==> config.mk <==
export PLATFORM = sky130hd
export DESIGN_NAME = radix_integer_text_parser_unit
export DESIGN_NICKNAME = d
export VERILOG_FILES = /design/src/rtl/core/rtpu_pkg.sv /design/src/rtl/core/rtpu_front.sv /design/src/rtl/core/rtpu_queue.sv /design/src/rtl/core/rtpu_back.sv /design/src/rtl/core/radix_integer_text_parser_unit.sv
export SDC_FILE = /design/constraint.sdc
export NUM_CORES = 1
export LEC_CHECK = 0
export ABC_AREA = 1
export BUFFER_PORTS_ARGS = -buffer_cell sky130_fd_sc_hd__buf_2
export CORE_MARGIN = 2
export CORE_UTILIZATION = 25
export CTS_CLUSTER_DIAMETER = 120
export DETAILED_ROUTE_END_ITERATION = 8
export GPL_TIMING_DRIVEN = 0
export PLACE_DENSITY = 0.43
export SLEW_MARGIN = 5
export SYNTH_ARGS = -nofsm -noshare
export SYNTH_HDL_FRONTEND = slang
export SYNTH_HIERARCHICAL = 1
export SYNTH_SLANG_ARGS = --single-unit
==> constraint.sdc <==
create_clock -name clk -period 21.9 [get_ports clk]
set_clock_uncertainty 0.05 [all_clocks]
set_input_delay 2.19 -clock clk [delete_from_list [all_inputs] [get_ports clk]]
set_output_delay 2.19 -clock clk [all_outputs]
set_load 0.02 [all_outputs]
==> src/rtl/core/rtpu_pkg.sv <==
`default_nettype none
// ---------------------------------------------------------------------------
// Radix integer text parser: shared definitions
// Widths, character codes, status codes and the queue entry that carries a
// classified text beat from the front end to the back end.
// ---------------------------------------------------------------------------
package rtpu_pkg;

  // Result width and the accumulator that holds one multiply-add step.
  localparam int VALUE_WIDTH = 64;
  localparam int ACC_WIDTH   = VALUE_WIDTH + 6;

  // Largest magnitude accepted: the most positive value of the signed result.
  localparam logic [ACC_WIDTH-1:0] MAX_MAGNITUDE =
    {{(ACC_WIDTH-VALUE_WIDTH+1){1'b0}}, {(VALUE_WIDTH-1){1'b1}}};

  // Radix register and the radices it can resolve to.
  localparam int RADIX_WIDTH = 6;
  localparam logic [RADIX_WIDTH-1:0] RADIX_AUTO  = 6'd0;
  localparam logic [RADIX_WIDTH-1:0] RADIX_UNARY = 6'd1;
  localparam logic [RADIX_WIDTH-1:0] RADIX_BIN   = 6'd2;
  localparam logic [RADIX_WIDTH-1:0] RADIX_OCT   = 6'd8;
  localparam logic [RADIX_WIDTH-1:0] RADIX_DEC   = 6'd10;
  localparam logic [RADIX_WIDTH-1:0] RADIX_HEX   = 6'd16;
  localparam logic [RADIX_WIDTH-1:0] RADIX_MAX   = 6'd36;

  // Configuration register indexes.
  localparam int CFG_INDEX_WIDTH = 1;
  localparam logic [CFG_INDEX_WIDTH-1:0] REG_RADIX  = 1'b0;
  localparam logic [CFG_INDEX_WIDTH-1:0] REG_STRICT = 1'b1;

  // Depth of the queue between front and back end.
  localparam int QUEUE_DEPTH = 4;
  localparam int PTR_WIDTH   = $clog2(QUEUE_DEPTH);
  localparam int CNT_WIDTH   = $clog2(QUEUE_DEPTH + 1);

  // Character codes.
  localparam logic [7:0] CH_NUL   = 8'h00;
  localparam logic [7:0] CH_TAB   = 8'h09;
  localparam logic [7:0] CH_CR    = 8'h0D;
  localparam logic [7:0] CH_SPACE = 8'h20;
  localparam logic [7:0] CH_PLUS  = 8'h2B;
  localparam logic [7:0] CH_MINUS = 8'h2D;
  localparam logic [7:0] CH_ZERO  = 8'h30;
  localparam logic [7:0] CH_SEVEN = 8'h37;
  localparam logic [7:0] CH_NINE  = 8'h39;
  localparam logic [7:0] CH_UP_A  = 8'h41;
  localparam logic [7:0] CH_UP_Z  = 8'h5A;
  localparam logic [7:0] CH_USCORE = 8'h5F;
  localparam logic [7:0] CH_LO_A  = 8'h61;
  localparam logic [7:0] CH_LO_B  = 8'h62;
  localparam logic [7:0] CH_LO_D  = 8'h64;
  localparam logic [7:0] CH_LO_O  = 8'h6F;
  localparam logic [7:0] CH_LO_X  = 8'h78;
  localparam logic [7:0] CH_LO_Z  = 8'h7A;
  localparam logic [7:0] CASE_BIT = 8'h20;

  // Result status codes.
  typedef enum logic [1:0] {
    STATUS_OK,
    STATUS_INVALID,
    STATUS_BAD_RADIX,
    STATUS_OVERFLOW
  } status_t;

  // One classified text beat.
  typedef struct packed {
    logic                   present;
    logic                   last;
    logic                   nul;
    logic                   blank;
    logic                   plus;
    logic                   minus;
    logic                   zero_char;
    logic                   underscore;
    logic                   pfx_x;
    logic                   pfx_b;
    logic                   pfx_o;
    logic                   pfx_d;
    logic                   octal;
    logic                   digit_ok;
    logic [RADIX_WIDTH-1:0] digit;
  } item_t;

endpackage
`default_nettype wire

==> src/rtl/core/rtpu_front.sv <==
`default_nettype none
// ---------------------------------------------------------------------------
// Radix integer text parser: front end classifier
// Sorts each incoming byte into the character classes the parser needs and
// works out its raw digit value, ready to be queued for the back end.
// ---------------------------------------------------------------------------
module rtpu_front (
  input  logic [7:0]      text_byte,
  input  logic            byte_present,
  input  logic            last,
  output rtpu_pkg::item_t item
);
  import rtpu_pkg::*;

  logic [7:0] folded;
  logic       is_num;
  logic       is_lower;
  logic       is_upper;

  // Folding to lower case makes the prefix letters case-blind.
  assign folded   = text_byte | CASE_BIT;
  assign is_num   = (text_byte >= CH_ZERO) && (text_byte <= CH_NINE);
  assign is_lower = (text_byte >= CH_LO_A) && (text_byte <= CH_LO_Z);
  assign is_upper = (text_byte >= CH_UP_A) && (text_byte <= CH_UP_Z);

  // Character classes.
  always_comb begin
    item.present    = byte_present;
    item.last       = last;
    item.nul        = (text_byte == CH_NUL);
    item.blank      = (text_byte == CH_SPACE) ||
                      ((text_byte >= CH_TAB) && (text_byte <= CH_CR));
    item.plus       = (text_byte == CH_PLUS);
    item.minus      = (text_byte == CH_MINUS);
    item.zero_char  = (text_byte == CH_ZERO);
    item.underscore = (text_byte == CH_USCORE);
    item.pfx_x      = (folded == CH_LO_X);
    item.pfx_b      = (folded == CH_LO_B);
    item.pfx_o      = (folded == CH_LO_O);
    item.pfx_d      = (folded == CH_LO_D);
    item.octal      = (text_byte >= CH_ZERO) && (text_byte <= CH_SEVEN);
    item.digit_ok   = is_num || is_lower || is_upper;
  end

  // Raw digit value, 0 to 35; the radix check happens in the back end.
  always_comb begin
    priority if (is_num) begin
      item.digit = RADIX_WIDTH'(text_byte - CH_ZERO);
    end else if (is_lower) begin
      item.digit = RADIX_WIDTH'(text_byte - CH_LO_A + 8'd10);
    end else if (is_upper) begin
      item.digit = RADIX_WIDTH'(text_byte - CH_UP_A + 8'd10);
    end else begin
      item.digit = '0;
    end
  end

endmodule
`default_nettype wire

==> src/rtl/core/rtpu_queue.sv <==
`default_nettype none
// ---------------------------------------------------------------------------
// Radix integer text parser: item queue
// A short first-word-fall-through queue of classified beats that lets the
// front end keep taking text while the back end waits on its output.
// ---------------------------------------------------------------------------
module rtpu_queue (
  input  logic            clk,
  input  logic            rst,
  input  logic            push,
  input  rtpu_pkg::item_t push_item,
  output logic            full,
  input  logic            pop,
  output logic            head_valid,
  output rtpu_pkg::item_t head_item
);
  import rtpu_pkg::*;

  item_t                store [QUEUE_DEPTH];
  logic [PTR_WIDTH-1:0] wr_ptr;
  logic [PTR_WIDTH-1:0] rd_ptr;
  logic [CNT_WIDTH-1:0] count;

  assign full       = (count == CNT_WIDTH'(QUEUE_DEPTH));
  assign head_valid = (count != '0);
  assign head_item  = store[rd_ptr];

  // Entry storage.
  always_ff @(posedge clk) begin
    if (push) begin
      store[wr_ptr] <= push_item;
    end
  end

  // Pointers and fill count.
  always_ff @(posedge clk) begin
    if (rst) begin
      wr_ptr <= '0;
      rd_ptr <= '0;
      count  <= '0;
    end else begin
      if (push) begin
        wr_ptr <= (wr_ptr == PTR_WIDTH'(QUEUE_DEPTH - 1)) ? '0 : wr_ptr + 1'b1;
      end
      if (pop) begin
        rd_ptr <= (rd_ptr == PTR_WIDTH'(QUEUE_DEPTH - 1)) ? '0 : rd_ptr + 1'b1;
      end
      if (push && !pop) begin
        count <= count + 1'b1;
      end else if (pop && !push) begin
        count <= count - 1'b1;
      end
    end
  end

endmodule
`default_nettype wire

==> src/rtl/core/rtpu_back.sv <==
`default_nettype none
// ---------------------------------------------------------------------------
// Radix integer text parser: back end
// Holds the configuration registers and parse state, applies one queued beat
// per cycle (with multiply-add and overflow check) unless a last beat waits
// on a stalled output, and keeps the finished result in an output register.
// ---------------------------------------------------------------------------
module rtpu_back (
  input  logic                                   clk,
  input  logic                                   rst,
  input  logic                                   cfg_we,
  input  logic [rtpu_pkg::CFG_INDEX_WIDTH-1:0]   cfg_index,
  input  logic [rtpu_pkg::RADIX_WIDTH-1:0]       cfg_data,
  input  logic                                   q_valid,
  input  rtpu_pkg::item_t                        q_item,
  output logic                                   q_pop,
  output logic                                   out_valid,
  input  logic                                   out_stall,
  output logic signed [rtpu_pkg::VALUE_WIDTH-1:0] value,
  output logic [1:0]                             status
);
  import rtpu_pkg::*;

  typedef enum logic [2:0] {
    PH_WS,
    PH_SIGNED,
    PH_ZERO,
    PH_SCAN,
    PH_TRAIL,
    PH_DONE
  } phase_t;

  // Configuration.
  logic [RADIX_WIDTH-1:0] radix_setting;
  logic                   strict_mode;

  // Parse state.
  phase_t                 phase;
  logic                   negative;
  logic [RADIX_WIDTH-1:0] active_radix;
  logic [VALUE_WIDTH-1:0] magnitude;
  logic                   seen_digit;
  logic                   underscore_pending;
  logic                   zero_pending;
  status_t                sticky_error;

  // Result register.
  logic [VALUE_WIDTH-1:0] res_mag;
  logic                   res_neg;
  status_t                res_status;

  // Next-state values.
  phase_t                 phase_next;
  logic                   negative_next;
  logic [RADIX_WIDTH-1:0] active_radix_next;
  logic [VALUE_WIDTH-1:0] magnitude_next;
  logic                   seen_digit_next;
  logic                   underscore_pending_next;
  logic                   zero_pending_next;
  status_t                sticky_error_next;
  logic [VALUE_WIDTH-1:0] res_mag_next;
  logic                   res_neg_next;
  status_t                res_status_next;

  logic                   do_head;
  logic                   do_zero;
  logic                   do_scan;
  logic                   prefix_skip;
  logic                   digit_valid;
  logic                   go_acc;
  logic                   go_stop;
  logic                   allow_trail;
  logic [ACC_WIDTH-1:0]   acc;

  // A last beat needs the output register to be free or draining.
  assign q_pop = q_valid && (!q_item.last || !out_valid || !out_stall);

  // The stored magnitude is zero whenever the status is not OK.
  assign value  = res_neg ? (VALUE_WIDTH'(0) - res_mag) : res_mag;
  assign status = res_status;

  // Per-beat parse step: head handling, prefix resolution and digit scan.
  always_comb begin
    phase_next              = phase;
    negative_next           = negative;
    active_radix_next       = active_radix;
    magnitude_next          = magnitude;
    seen_digit_next         = seen_digit;
    underscore_pending_next = underscore_pending;
    zero_pending_next       = zero_pending;
    sticky_error_next       = sticky_error;
    do_head                 = 1'b0;
    do_zero                 = 1'b0;
    do_scan                 = 1'b0;
    prefix_skip             = 1'b0;
    go_acc                  = 1'b0;
    go_stop                 = 1'b0;
    allow_trail             = 1'b0;

    // The radix is sampled while still in leading whitespace.
    if (phase == PH_WS) begin
      active_radix_next = radix_setting;
      if ((radix_setting == RADIX_UNARY) || (radix_setting > RADIX_MAX)) begin
        sticky_error_next = STATUS_BAD_RADIX;
        phase_next        = PH_DONE;
      end
    end

    if (q_item.present) begin
      if (phase_next == PH_DONE) begin
        if (q_item.nul && strict_mode) begin
          sticky_error_next = STATUS_INVALID;
        end
      end else if (q_item.nul) begin
        // A zero byte ends the string.
        if (strict_mode) begin
          sticky_error_next = STATUS_INVALID;
        end
        phase_next = PH_DONE;
      end else begin
        unique case (phase_next)
          PH_WS: begin
            priority if (q_item.blank) begin
              phase_next = PH_WS;
            end else if (q_item.plus) begin
              phase_next = PH_SIGNED;
            end else if (q_item.minus) begin
              negative_next = 1'b1;
              phase_next    = PH_SIGNED;
            end else begin
              do_head = 1'b1;
            end
          end
          PH_SIGNED: do_head = 1'b1;
          PH_ZERO:   do_zero = 1'b1;
          PH_SCAN:   do_scan = 1'b1;
          PH_TRAIL: begin
            if (!q_item.blank) begin
              if (strict_mode) begin
                sticky_error_next = STATUS_INVALID;
              end
              phase_next = PH_DONE;
            end
          end
          PH_DONE: phase_next = PH_DONE;
          default: phase_next = PH_DONE;
        endcase
      end
    end

    // First significant byte: a leading zero may start a prefix.
    if (do_head) begin
      if (q_item.zero_char) begin
        phase_next        = PH_ZERO;
        zero_pending_next = 1'b1;
      end else begin
        if (active_radix_next == RADIX_AUTO) begin
          active_radix_next = RADIX_DEC;
        end
        phase_next = PH_SCAN;
        do_scan    = 1'b1;
      end
    end

    // Byte after a leading zero: pick the radix and skip a matching prefix.
    if (do_zero) begin
      if (active_radix_next == RADIX_AUTO) begin
        priority if (q_item.pfx_x) begin
          active_radix_next = RADIX_HEX;
        end else if (q_item.pfx_b) begin
          active_radix_next = RADIX_BIN;
        end else if (q_item.pfx_o || q_item.octal) begin
          active_radix_next = RADIX_OCT;
        end else begin
          active_radix_next = RADIX_DEC;
        end
      end
      prefix_skip = ((active_radix_next == RADIX_HEX) && q_item.pfx_x) ||
                    ((active_radix_next == RADIX_BIN) && q_item.pfx_b) ||
                    ((active_radix_next == RADIX_OCT) && q_item.pfx_o) ||
                    ((active_radix_next == RADIX_DEC) && q_item.pfx_d);
      zero_pending_next = 1'b0;
      phase_next        = PH_SCAN;
      // Otherwise the held zero counts as a digit; the magnitude stays zero.
      if (!prefix_skip) begin
        seen_digit_next = 1'b1;
        do_scan         = 1'b1;
      end
    end

    // Digit scan with underscore rule.
    digit_valid = q_item.digit_ok && (q_item.digit < active_radix_next);
    if (do_scan) begin
      if (underscore_pending_next) begin
        underscore_pending_next = 1'b0;
        if (digit_valid) begin
          go_acc = 1'b1;
        end else begin
          go_stop = 1'b1;
        end
      end else if (digit_valid) begin
        go_acc = 1'b1;
      end else if (q_item.underscore && seen_digit_next) begin
        underscore_pending_next = 1'b1;
      end else begin
        go_stop     = 1'b1;
        allow_trail = 1'b1;
      end
    end

    // Multiply-add; the bound check on the wide sum replaces a division.
    acc = ACC_WIDTH'(magnitude_next) * ACC_WIDTH'(active_radix_next) +
          ACC_WIDTH'(q_item.digit);
    if (go_acc) begin
      if (acc > MAX_MAGNITUDE) begin
        sticky_error_next = STATUS_OVERFLOW;
        phase_next        = PH_DONE;
      end else begin
        magnitude_next  = acc[VALUE_WIDTH-1:0];
        seen_digit_next = 1'b1;
      end
    end

    // Unusable byte: trailing blanks are allowed after digits in strict mode.
    if (go_stop) begin
      if (strict_mode) begin
        if (allow_trail && q_item.blank && seen_digit_next) begin
          phase_next = PH_TRAIL;
        end else begin
          sticky_error_next = STATUS_INVALID;
          phase_next        = PH_DONE;
        end
      end else begin
        phase_next = PH_DONE;
      end
    end
  end

  // Result of a string that ends with this beat.
  always_comb begin
    res_mag_next    = '0;
    res_status_next = STATUS_OK;
    if (sticky_error_next != STATUS_OK) begin
      res_status_next = sticky_error_next;
    end else if (!strict_mode) begin
      res_mag_next = seen_digit_next ? magnitude_next : '0;
    end else begin
      unique case (phase_next)
        PH_ZERO: res_mag_next = '0;
        PH_SCAN: begin
          if (underscore_pending_next || !seen_digit_next) begin
            res_status_next = STATUS_INVALID;
          end else begin
            res_mag_next = magnitude_next;
          end
        end
        PH_TRAIL, PH_DONE: begin
          if (seen_digit_next) begin
            res_mag_next = magnitude_next;
          end else begin
            res_status_next = STATUS_INVALID;
          end
        end
        default: res_status_next = STATUS_INVALID;
      endcase
    end
    res_neg_next = negative_next && (res_status_next == STATUS_OK);
  end

  // Configuration, parse state and result register.
  always_ff @(posedge clk) begin
    if (rst) begin
      radix_setting      <= RADIX_AUTO;
      strict_mode        <= 1'b1;
      phase              <= PH_WS;
      negative           <= 1'b0;
      active_radix       <= RADIX_AUTO;
      magnitude          <= '0;
      seen_digit         <= 1'b0;
      underscore_pending <= 1'b0;
      zero_pending       <= 1'b0;
      sticky_error       <= STATUS_OK;
      out_valid          <= 1'b0;
    end else begin
      if (cfg_we) begin
        unique case (cfg_index)
          REG_RADIX:  radix_setting <= cfg_data;
          REG_STRICT: strict_mode   <= cfg_data[0];
          default:    radix_setting <= radix_setting;
        endcase
      end

      if (q_pop && q_item.last) begin
        // String finished: start the next one from a clean state.
        phase              <= PH_WS;
        negative           <= 1'b0;
        active_radix       <= RADIX_AUTO;
        magnitude          <= '0;
        seen_digit         <= 1'b0;
        underscore_pending <= 1'b0;
        zero_pending       <= 1'b0;
        sticky_error       <= STATUS_OK;
      end else if (q_pop) begin
        phase              <= phase_next;
        negative           <= negative_next;
        active_radix       <= active_radix_next;
        magnitude          <= magnitude_next;
        seen_digit         <= seen_digit_next;
        underscore_pending <= underscore_pending_next;
        zero_pending       <= zero_pending_next;
        sticky_error       <= sticky_error_next;
      end

      if (q_pop && q_item.last) begin
        out_valid <= 1'b1;
      end else if (!out_stall) begin
        out_valid <= 1'b0;
      end
    end

    if (q_pop && q_item.last) begin
      res_mag    <= res_mag_next;
      res_neg    <= res_neg_next;
      res_status <= res_status_next;
    end
  end

endmodule
`default_nettype wire

==> src/rtl/core/radix_integer_text_parser_unit.sv <==
`default_nettype none
// ---------------------------------------------------------------------------
// Radix integer text parser unit
// Turns a byte stream of text into a signed integer with status, one
// result per string.
// ---------------------------------------------------------------------------
// A string arrives as a run of input beats, one byte each, and the beat
// marked last yields one result beat carrying the value and a status code
// (ok, invalid value, invalid radix, overflow). The unit takes one beat per
// cycle while its queue has room; that rate is set by the back end, which
// applies the multiply-add and overflow check of a byte as it takes the
// beat. A result is registered and shown in the cycle after its last beat
// is taken. A four-entry queue between the classifying front end and the
// back end absorbs output stalls, and the input stalls only when it is full.
// Configuration writes take effect at once and should be made between
// strings.
module radix_integer_text_parser_unit (
  input  logic                                   clk,
  input  logic                                   rst,
  input  logic                                   cfg_we,
  input  logic [rtpu_pkg::CFG_INDEX_WIDTH-1:0]   cfg_index,
  input  logic [rtpu_pkg::RADIX_WIDTH-1:0]       cfg_data,
  input  logic                                   in_valid,
  output logic                                   in_stall,
  input  logic [7:0]                             text_byte,
  input  logic                                   byte_present,
  input  logic                                   last,
  output logic                                   out_valid,
  input  logic                                   out_stall,
  output logic signed [rtpu_pkg::VALUE_WIDTH-1:0] value,
  output logic [1:0]                             status
);
  import rtpu_pkg::*;

  item_t front_item;
  item_t head_item;
  logic  queue_full;
  logic  head_valid;
  logic  head_pop;
  logic  push;

  // Input beats are taken whenever the queue has room.
  assign in_stall = queue_full;
  assign push     = in_valid && !queue_full;

  // Classify the incoming byte.
  rtpu_front u_front (
    .text_byte    (text_byte),
    .byte_present (byte_present),
    .last         (last),
    .item         (front_item)
  );

  // Queue between front and back end.
  rtpu_queue u_queue (
    .clk        (clk),
    .rst        (rst),
    .push       (push),
    .push_item  (front_item),
    .full       (queue_full),
    .pop        (head_pop),
    .head_valid (head_valid),
    .head_item  (head_item)
  );

  // Parse state, configuration and result register.
  rtpu_back u_back (
    .clk       (clk),
    .rst       (rst),
    .cfg_we    (cfg_we),
    .cfg_index (cfg_index),
    .cfg_data  (cfg_data),
    .q_valid   (head_valid),
    .q_item    (head_item),
    .q_pop     (head_pop),
    .out_valid (out_valid),
    .out_stall (out_stall),
    .value     (value),
    .status    (status)
  );

endmodule
`default_nettype wire
### Yosys cells after proc, flatten, opt, wreduce, memory -nomap -nowiden

Memory sizes are Yosys's and may differ from the RTL's. A register that Yosys moved wholly into a read port is not among the register bits.
Index checks and enable logic that the tools add are counted.

* bits in registers: 160
* bits in writable memories: 80
* output and inout bits: 68
* logic and storage cells: 231
* memories kept: 1

* add/sub/neg operators: 11
* $mul: 1
* order comparisons: 12
* eq/ne operators: 27
* multiplexer cells: 110
* bitwise logic cells: 1
* reduce and logical (&&, ||, !) cells: 52

Memory list
* u_queue.store: depth 4, bits a word 20, read ports 1, clocked after memory_dff 1, wr ports 1, line rtpu_queue.sv:19 `item_t store [QUEUE_DEPTH];`

Operators with widths (number)
* $mux 64: 6
* $pmux 64 s2: 1
* $mux 6: 12
* $add 70x6->70: 1
* $gt 70x63->1 const B: 1
* $mul 64x6->70: 1
* $sub 1x64->64 const A: 1
* $mux 1: 51
* $mux 3: 16
* $mux 2: 21
* $eq 8x6->1 const B: 4
* $eq 7x6->1 const B: 4
* $logic_and 1x1->1: 20
* $ge 8x7->1 const B: 2
* $le 8x6->1 const B: 2
* $le 8x7->1 const B: 2
* $eq 3x3->1 const B: 5
* $add 6x4->6 const B: 2
* $eq 3x2->1 const B: 4
* $eq 6x4->1 const B: 2
* $logic_not 6->1: 2
* $sub 6x6->6 const B: 2
* $logic_or 1x1->1: 11
* $pmux 3 s3: 1
* 28 further kinds: 40

### Logic depth before layout (Yosys ltp)

* depth in word-level cells: 37
* depth in mapped cells: 51
* gate-level depth less buffers: 48

### Cells and area by module

Netlist, hierarchy kept.

By module, submodules not included
* rtpu_back: times used 1, cells an instance 2707, area each 20855.0 um^2
* rtpu_queue: times used 1, cells an instance 254, area each 3400.8 um^2
* rtpu_front: times used 1, cells an instance 136, area each 764.5 um^2
* radix_integer_text_parser_unit: times used 1, cells an instance 2, area each 10.0 um^2

### Least setup slack after synthesis

No wires, ideal clock.

* kind: reg-to-reg
* start: reg with a tool-made name
* end: reg u_back.res_mag[4] (data pin)
* arrival time: 6.876 ns
* setup slack: 14.718 ns
* stages on the path, launching flop included: 43
* cell sequence: dfxtp_1 > clkbuf_1 > o21ai_1 > o22ai_1 > inv_1 > nor2_1 > nand3_1 > nor2_1 > nand2_1 > o21ai_0 > clkbuf_1 > clkbuf_1 > nor2_1 > fa_1 > inv_1 > fa_1 > inv_1 > fa_1 > (+7 left out) > nand2_1 > nand3_1 > nand2_1 > nand2_1 > nand2_1 > nand2_1 > nand2_1 > nand2_1 > nand2_1 > nand2_1 > nor2_1 > nand3_1 > inv_1 > nand2_2 > buf_2 > buf_2 > mux2i_1 > nor2_2

RTL lines
* end signal, assigned: line rtpu_back.sv:322 `res_mag <= res_mag_next;`
* end, declared: line rtpu_back.sv:48 `logic [VALUE_WIDTH-1:0] res_mag;`

==> impl_metrics.py <==
metrics = {
    "drt": {
        "totalWireLength_mm": 87.09,
        "post_drt_wl_per_cell_um": 19.18,
        "routed-via-count": 21036,
        "postRouteAntennaNets": 0,
        "drtPass1Iterations": 5,
        "via_per_inst": 4.632,
        "drc_errors": 0,
        "drt_iter0_markers": 1415,
    },
    "synth": {
        "ys_warn_count": 6,
        "synth_top_area_share": 0.2023,
        "yosys.area.top_type": "fa_1",
        "synth-edff-count": 147,
        "synth_area_um2": 25030,
        "synth.area.top_cells": "fa_1 20%, edfxtp_1 18%, nor2_1 9.4%",
        "synth_top_cells_by_count": "626 x nor2_1, 403 x nand2_1, 340 x inv_1, 253 x fa_1, 200 x a21oi_1",
        "ys_ff_latch": 242,
        "syn-num-nets": 3541,
        "syn_avg_cell_area_um2": 8.077,
        "synth_cells": 3099,
        "async_flop_share": 0,
        "synthDistinctLibCells": 54,
        "synthMostInstantiatedCell": "nor2_1",
        "seq_area_frac_synth": 0.2523,
        "synth_ff_type": "edfxtp_1",
    },
    "timing": {
        "tightest_slew_ns": 1.457,
        "post-route-period-util": 0.4996,
        "setup_viol": 0,
        "drv_slew": 0,
        "fin_crit_ns": 10.94,
        "rsz0062_at_grt": "no",
        "maxSlewHeadroom": 0.02851,
        "fmax_ghz": 0.09139,
        "fin_ws_ns": 10.96,
        "finalHoldViolCount": 0,
        "tns_ns": 0,
        "holdWs_ns": 0.4282,
    },
    "clock_network": {
        "cts_made_buffers": 30,
        "clock-sinks": 242,
        "root_buffer": "clkbuf_16",
        "postCtsSetupBuffers": 0,
        "clock_latency_ns": 0.61,
        "cts_tree": "done",
        "cts-htree-levels": 1,
        "ctsResizeCount": 0,
        "postCtsHoldBufs": 0,
        "clkTransAtPathRegs_ns": 0.06,
        "cts_max_path_buffers": 3,
    },
    "placement": {
        "port_buffers": 86,
        "place.gp.congestion": 0.9144,
        "dp_hpwl_mm": 69.42,
        "place_ws_ns": 10.93,
        "placed_cells": 4484,
    },
    "floorplan": {
        "die-area_um2": 102700,
        "rows": 116,
        "dieHeight_um": 320.4,
        "core_um2": 99710,
        "die_x_um": 320.4,
        "num_io_pins": 90,
        "start_util": 0.2510,
    },
    "critical_path": {
        "path_buf_inv": 8,
        "worstPathArrival_ns": 11.22,
        "path_delay_family": "buffers and inverters",
        "slowest_stage": "o21ai_0",
        "cp_common_cell": "nor2_1",
        "slowest_delay_ns": 0.90,
        "required_ns": 22.18,
        "startpoint_type": "flop",
        "crit_type": "flop to flop",
        "worst-path-max-fanout": 10,
        "crit_path_end_kind": "flop",
    },
    "pwr": {
        "leakage_nw": 13.04,
        "vdd_drop_max_v": 0.00007846,
        "power_density_nw_per_um2": 92.76,
    },
    "cells_and_area": {
        "fin_util": 0.2817,
        "multiInputGateArea_um2": 16900,
        "fillers": 10968,
        "layout-drive-gt1-share": 0.08482,
        "area_growth_pct": 12.23,
        "ff_latch_area_um2": 6316,
        "fin_nets": 3660,
        "stdcell_count": 4541,
    },
    "global_route": {
        "antenna_found_initial": 4,
        "grt.total_usage": 0.1689,
        "grt-ovfl-total": 0,
        "grt_first_pass_wirelength_mm": 133.1,
        "grt_start_max_net_pins": 65,
        "grt_pass1_vias": 21679,
    },
    "flow_run": {
        "cap_violations": 0,
    },
    "worst_hold_path": {
        "hp-class": "flop to flop",
    },
    "status": {
        "outcome": "complete, no violations",
    },
}
==> flip-flops by register name, summed over array words and instances, names as in the netlist, named ones only <==
signal                     flops
u_back/sticky_error            2
u_back/negative                1
u_back/strict_mode             1
u_back/phase                   3
u_back/res_neg                 1
u_back/underscore_pending      1
u_back/status                  2
u_queue/rd_ptr                 2
u_queue/store                 80
u_back/seen_digit              1
u_back/res_mag                64
u_back/magnitude              64
u_queue/wr_ptr                 2
u_queue/count                  3
u_back/out_valid               1
u_back/radix_setting           6
u_back/active_radix            6
==> placed cells by master (no fill, tap or decap), types with 20 or more instances in the layout <==
| master | synthesis | layout |
|---|---|---|
| a31oi_1 | 20 | 20 |
| inv_1 | 340 | 339 |
| mux2i_1 | 31 | 31 |
| nand2_1 | 403 | 403 |
| xor2_1 | 84 | 84 |
| xnor2_1 | 42 | 42 |
| edfxtp_1 | 147 | 147 |
| clkbuf_1 | 61 | 66 |
| o22ai_1 | 20 | 20 |
| nand4_1 | 20 | 20 |
| dfxtp_1 | 95 | 95 |
| nor2_1 | 626 | 626 |
| clkbuf_16 | 0 | 31 |
| o21ai_0 | 183 | 183 |
| buf_2 | 15 | 101 |
| ha_1 | 167 | 167 |
| nor2_2 | 59 | 59 |
| nand3_1 | 72 | 72 |
| o21ai_1 | 51 | 51 |
| fa_1 | 253 | 253 |
| nor3_1 | 38 | 38 |
| a21oi_1 | 200 | 200 |
==> cells by family (layout without fill, tap and decap cells) <==
group / count (synthesis) / after routing / synth area share
simple gates: 1288 / 1288 / 0.2167
xor+xnor: 126 / 126 / 0.04409
fa+ha+maj: 420 / 420 / 0.2858
compound gates: 536 / 536 / 0.1159
flops: 242 / 242 / 0.2523
other cells: 0 / 1 / 0
mux: 31 / 31 / 0.01240
buf+inv: 456 / 599 / 0.07268
==> worst register-to-register path: cells and delay by family (launching register included) <==
kind	cells	cell delay, ns
flops	1	0.38
compound gates	9	3.07
simple gates	11	1.83
fa+ha+maj	5	2.19
buf+inv	8	3.22
==> layer usage <==
metal  vias to the layer above  track usage  routed length, um
li1                      10329            -                  -
met1                     10226       0.2379              41880
met2                       386       0.2796              39900
met3                        91      0.01686               3203
met4                         4      0.03631               2088
met5                         -            0                 21
==> final timing paths <==
check / start / end / slack, ns / cells past startpoint
min reg2reg: u_back/seen_digit / u_back/seen_digit / 0.43 / 2
max reg2reg: flop / u_back/res_mag[3] / 10.96 / 33
min: u_back/seen_digit / u_back/seen_digit / 0.43 / 2
max: flop / u_back/res_mag[3] / 10.96 / 33
==> power breakdown <==
group,internal (W),switching (W),total (W)
clock,0.000286,0.000213,0.000499
sequential,0.000597,0.0000708,0.000668
combinational,0.000361,0.00108,0.00144
total,0.00124,0.00136,0.00261
==> stage by stage <==
step                power [W]  area (um2)
global route         0.002771       28090
CTS                  0.002639       28090
global placement     0.002130       27080
finish               0.002606       28090
detailed placement   0.002126       27120
floorplan            0.001530       25030
==> final cells by class <==
type | instances | share of cell area
plain buffers | 102 | 0.01741
repair buffers | 87 | 0.01630
inverters | 354 | 0.04748
clock inverters | 18 | 0.005746
multi-input cells | 2401 | 0.6014
well taps | 1298 | 0.05781
diodes | 1 | 0.00008908
flip-flops and latches | 242 | 0.2248
clock buffers | 38 | 0.02891
Note: power is estimated with default switching activity, not from simulation.
